### src/hw/rtl/keq_ram.sv
`default_nettype none

module keq_ram #(
    parameter int WIDTH = 8,
    parameter int DEPTH = 64
) (
    input  wire logic                     i_clk,
    input  wire logic                     i_we,
    input  wire logic [$clog2(DEPTH)-1:0] i_waddr,
    input  wire logic [WIDTH-1:0]         i_wdata,
    input  wire logic [$clog2(DEPTH)-1:0] i_raddr,
    output logic      [WIDTH-1:0]         o_rdata
);

    logic [WIDTH-1:0] r_mem [DEPTH];

    always_ff @(posedge i_clk) begin
        if (i_we) begin
            r_mem[i_waddr] <= i_wdata;
        end
        o_rdata <= r_mem[i_raddr];
    end

endmodule

`default_nettype wire

### config.mk
export PLATFORM = sky130hd
export DESIGN_NAME = keq_ram
export DESIGN_NICKNAME = d
export VERILOG_FILES = /design/src/hw/rtl/keq_ram.sv
export SDC_FILE = /design/constraint.sdc
export NUM_CORES = 1
export LEC_CHECK = 0
export BUFFER_PORTS_ARGS = -buffer_cell sky130_fd_sc_hd__buf_2
export CORE_ASPECT_RATIO = 1.75
export CORE_MARGIN = 5
export CORE_UTILIZATION = 56
export CTS_CLUSTER_SIZE = 10
export DETAILED_ROUTE_END_ITERATION = 6
export PLACE_DENSITY = 0.75
export SLEW_MARGIN = 0
export SYNTH_ARGS = -nofsm -noshare
export SYNTH_HDL_FRONTEND = slang
export SYNTH_SLANG_ARGS = --single-unit
### constraint.sdc
create_clock -name i_clk -period 2 [get_ports i_clk]
set_clock_uncertainty 0.05 [all_clocks]
set_input_delay 0.3 -clock i_clk [delete_from_list [all_inputs] [get_ports i_clk]]
set_output_delay 0.3 -clock i_clk [all_outputs]
set_load 0.05 [all_outputs]
; ---- Yosys cells after proc, flatten, opt, wreduce, memory -nomap -nowiden
; Memory sizes are Yosys's and may differ from the RTL's. A register that Yosys moved wholly into a read port is not among the register bits.
; Cells that the tools add are included.
[totals]
ff_bits = 0
out_inout_bits = 8
in_bits = 22
ramBits = 512
n_memories = 1
[memory_table]
columns = name, depth, word_bits, read_ports, rd_clocked_by_memory_dff, write_ports, line_no
row1 = r_mem, 64, 8, 1, 1, 1, 15  ; logic [WIDTH-1:0] r_mem [DEPTH];
[op_classes]
n_mux = 2
[ops]
columns = cell, count
row1 = 1-bit two-way mux, 2

; ---- Depth between registers and ports, before layout
[depth]
ltp_word = 2
depth_mapped = 9
depth_no_buf = 5

; ---- Worst setup path after synthesis
; OpenSTA, ideal clock, no wires.
[synth_timing]
kind = input-to-reg
startpoint = in i_raddr[1]
endpoint = reg o_rdata[3] (read register of r_mem)
t_required_ns = 1.822
arrival_ns = 1.840
stages = 7
setup_slack_ns = -0.018
setup_time_ns = 0.128
path_cell_list = buf_4 > buf_2 > buf_2 > mux4_2 > mux4_2 > o21ai_1 > o41ai_1
[synth_rtl]
columns = item, line_no
row1 = "start, declared", 11  ; input wire logic [$clog2(DEPTH)-1:0] i_raddr,
row2 = "end, declared", 12  ; output logic [WIDTH-1:0] o_rdata

==> run_results.csv <==
group,metric,value,unit
die,dieArea,0.0401,mm2
timing,final-hold-violation-count,0,
cells_and_area,nNetsFinal,1159,
timing,setup_viol_count_final,0,
worst_setup_path,crit_buf_inv,0,
die,start_util,56.3,%
placement,portBuffers,29,
clock_network,cts_tree,"done",
worst_setup_path,cpPeakStageDelay,510,ps
pwr,ir_drop,0.738,mV
logic_synthesis,ys.flop_type,"edfxtp_1",
logic_synthesis,synth.avg_cell_area,21.5,um2
timing,tightest_slew,1230,ps
timing,setup_slack,38.9,ps
global_route,grt_pass1_wl,69.2,mm
clock_network,clock-sinks,520,
routing,remaining_drc_errors,0,
global_route,grt.overflow.total,0,
worst_setup_path,path_class,"flip-flop to flip-flop",
worst_setup_path,crit_slowest_cell,"mux4_2",
timing,min_period_over_period,98.1,%
placement,dp_worst_setup_slack,-545,ps
cells_and_area,layout-drive-gt1-share,33.7,%
die,die_h,261,um
placement,place_area,0.0219,mm2
worst_setup_path,arrival,2380,ps
routing,vias_per_cell,6.23,
logic_synthesis,synth_area,0.0202,mm2
flow_run,cap_viol_max_count,0,
pwr,combPwrFrac,5.9,%
die,design.core.area,0.0358,mm2
placement,gp_congestion,0.859,
logic_synthesis,synthArstFlopShare,0,%
die,io_pins,30,
global_route,groute.usage.overall,23.7,%
logic_synthesis,synth-edff-count,512,
cells_and_area,areaGrowthSynthToFinish,16.5,%
routing,avgRoutedWirePerCell,28.5,um
routing,antenna_left,0,
worst_setup_path,critPathLaunchType,"flip-flop",
die,rows,92,
pwr,internal-power,17.8,mW
worst_setup_path,cp_max_fo,1,
global_route,grt_pass1_vias,10834,
global_route,grt_antenna_before_repair,0,
worst_setup_path,crit_chain,"mux4_2, nor2b_1, a2111oi_1, o41ai_1",
logic_synthesis,ys_seq_area_share,77.0,%
pwr,switching_share,20.8,%
clock_network,root_buffer,"clkbuf_16",
outcome,status,"finished clean",
timing,rsz0062_at_grt,"false",
cells_and_area,mostFrequentLayoutCell,"edfxtp_1",
timing,fin_setup_tns,0,ps
global_route,grt_max_degree,65,
clock_network,cts_buffer_depth,3,
logic_synthesis,ys.warnings.count,0,
worst_setup_path,path_delay_family,"compound AO/OA/AOI/OAI gates",
timing,min_period,1960,ps
placement,dp_hpwl,29.7,mm
clock_network,postCtsSetupBuffers,0,
clock_network,cts-buffers-inserted,57,
logic_synthesis,synthCells,940,
clock_network,clk_pin_slew_worst_paths,60,ps
worst_setup_path,cp_data_required_time,2420,ps
routing,vias,10185,
cells_and_area,final_area,0.0235,mm2
routing,drt_pre_antenna_iters,7,
clock_network,h-tree-depth,2,
die,die_w,153,um
pwr,power.density,957,mW/mm2
pwr,power_frac_clock,40.2,%
pwr,p_leak,7.67,nW
timing,relSlewSlack,17.7,%
logic_synthesis,syn_nets,962,
routing,wirelength,46.5,mm
worst_setup_path,end_kind,"flip-flop",
timing,drv_slew,0,
logic_synthesis,ys_seq_elements,520,
pwr,power.switching,4.66,mW
pwr,seq_power_share,53.9,%
routing,drt_iter0_markers,922,
clock_network,clock_latency,600,ps
cells_and_area,num_antenna_cells,0,
timing,fmax,510,MHz
logic_synthesis,synth_cell_types,40,
min_path,hold_class,"primary input to flip-flop",
cells_and_area,layout_common_cells,"512 x edfxtp_1, 153 x buf_4, 126 x mux4_2, 83 x nor2_1, 57 x clkbuf_16",
per-layer routing:
layer / up-vias / wire length, um / part of all wire (%) / global-route usage [%]
met2: 443 / 25600 / 55 / 43.3
met4: 0 / 2440 / 5.2 / 11.0
met5: - / 0 / 0 / 0
met3: 128 / 2860 / 6.2 / 3.34
met1: 5313 / 15700 / 34 / 27.7
li1: 4301 / - / - / -
power by group through the flow:
stage	registers, mW	clock network (mW)	logic, mW
4_1_cts	12.1	9.16	1.33
3_3_place_gp	12.3	0	1.29
3_5_place_dp	12.3	0	1.32
5_1_grt	12.1	9.63	1.40
6_report	12.1	9.02	1.33
2_1_floorplan	12.4	0	0.643
layout make-up:
type | instances | area, um2
clock buffers | 83 | 1520
clock inverters | 3 | 37.5
fillers | 2223 | 12300
multi-input cells | 369 | 4340
flip-flops and latches | 520 | 15500
well taps | 470 | 588
repair buffers | 189 | 1460
metrics by stage:
step           hold WS, ps  utilization (%)  power (mW)  std cells
2_1_floorplan          349                -        13.0        940
3_3_place_gp           587             61.1        13.6       1547
3_5_place_dp           597             61.1        13.6       1547
4_1_cts                159             65.6        22.6       1634
5_1_grt                161             65.6        23.1       1634
6_report               159             65.6        22.5       1634
synth_stat cells, types with 2 or more instances:
cell type,count,area (um2)
edfxtp_1,512,15400
mux4_2,126,2840
nor2_1,83,312
mux2i_1,23,230
nand2_1,19,71.3
clkbuf_1,17,63.8
nor2b_1,14,87.6
buf_4,13,97.6
mux2_2,13,146
nand3_1,13,65.1
buf_2,11,55.1
dfxtp_1,8,160
o221ai_1,8,70.1
o22ai_1,8,50.1
nand2b_1,7,43.8
nor3_1,7,35.0
a221oi_1,6,52.6
a211oi_1,4,30.0
buf_1,4,15.0
buf_6,4,45.0
a21oi_1,3,15.0
a22oi_1,3,22.5
nand3b_1,3,22.5
o2111ai_1,3,26.3
o2bb2ai_1,3,26.3
a2111oi_0,2,17.5
buf_12,2,40.0
nand4_1,2,12.5
nor4_1,2,12.5
o21a_1,2,15.0
o21ai_0,2,10.0
o21ai_1,2,10.0
o221a_2,2,22.5
o32ai_1,2,17.5
o41ai_1,2,17.5
worst paths after layout:
path                              startpoint           end  slack, ps  cells past startpoint
worst min register to register  r_mem[30][6]    o_rdata[6]        790                      3
worst max register to register   r_mem[0][3]    o_rdata[3]         40                      4
worst min-delay path              i_wdata[0]  r_mem[56][0]        160                      2
worst max-delay path             r_mem[0][3]    o_rdata[3]         40                      4
cell families (layout without fill, tap and decap cells):
| group | Yosys count | count (layout) | synth area share (%) |
|---|---|---|---|
| AO/OA/AOI/OAI | 54 | 54 | 2.07 |
| buffers and inverters | 51 | 275 | 1.57 |
| flip-flops | 520 | 520 | 77.0 |
| multiplexers | 162 | 162 | 15.9 |
| AND/OR/NAND/NOR | 153 | 153 | 3.39 |
sequential cells by signal, indices dropped and copies added (netlist names):
name     flops
r_mem      512
o_rdata      8
what timing repair did:
item,4_1_cts,5_1_grt
hold buffers,1,0
setup endpoints to repair,2,2
pin swaps,1,0
resized for setup,3,2
hold endpoints to repair,2,0
(Power assumes the default switching activity.)
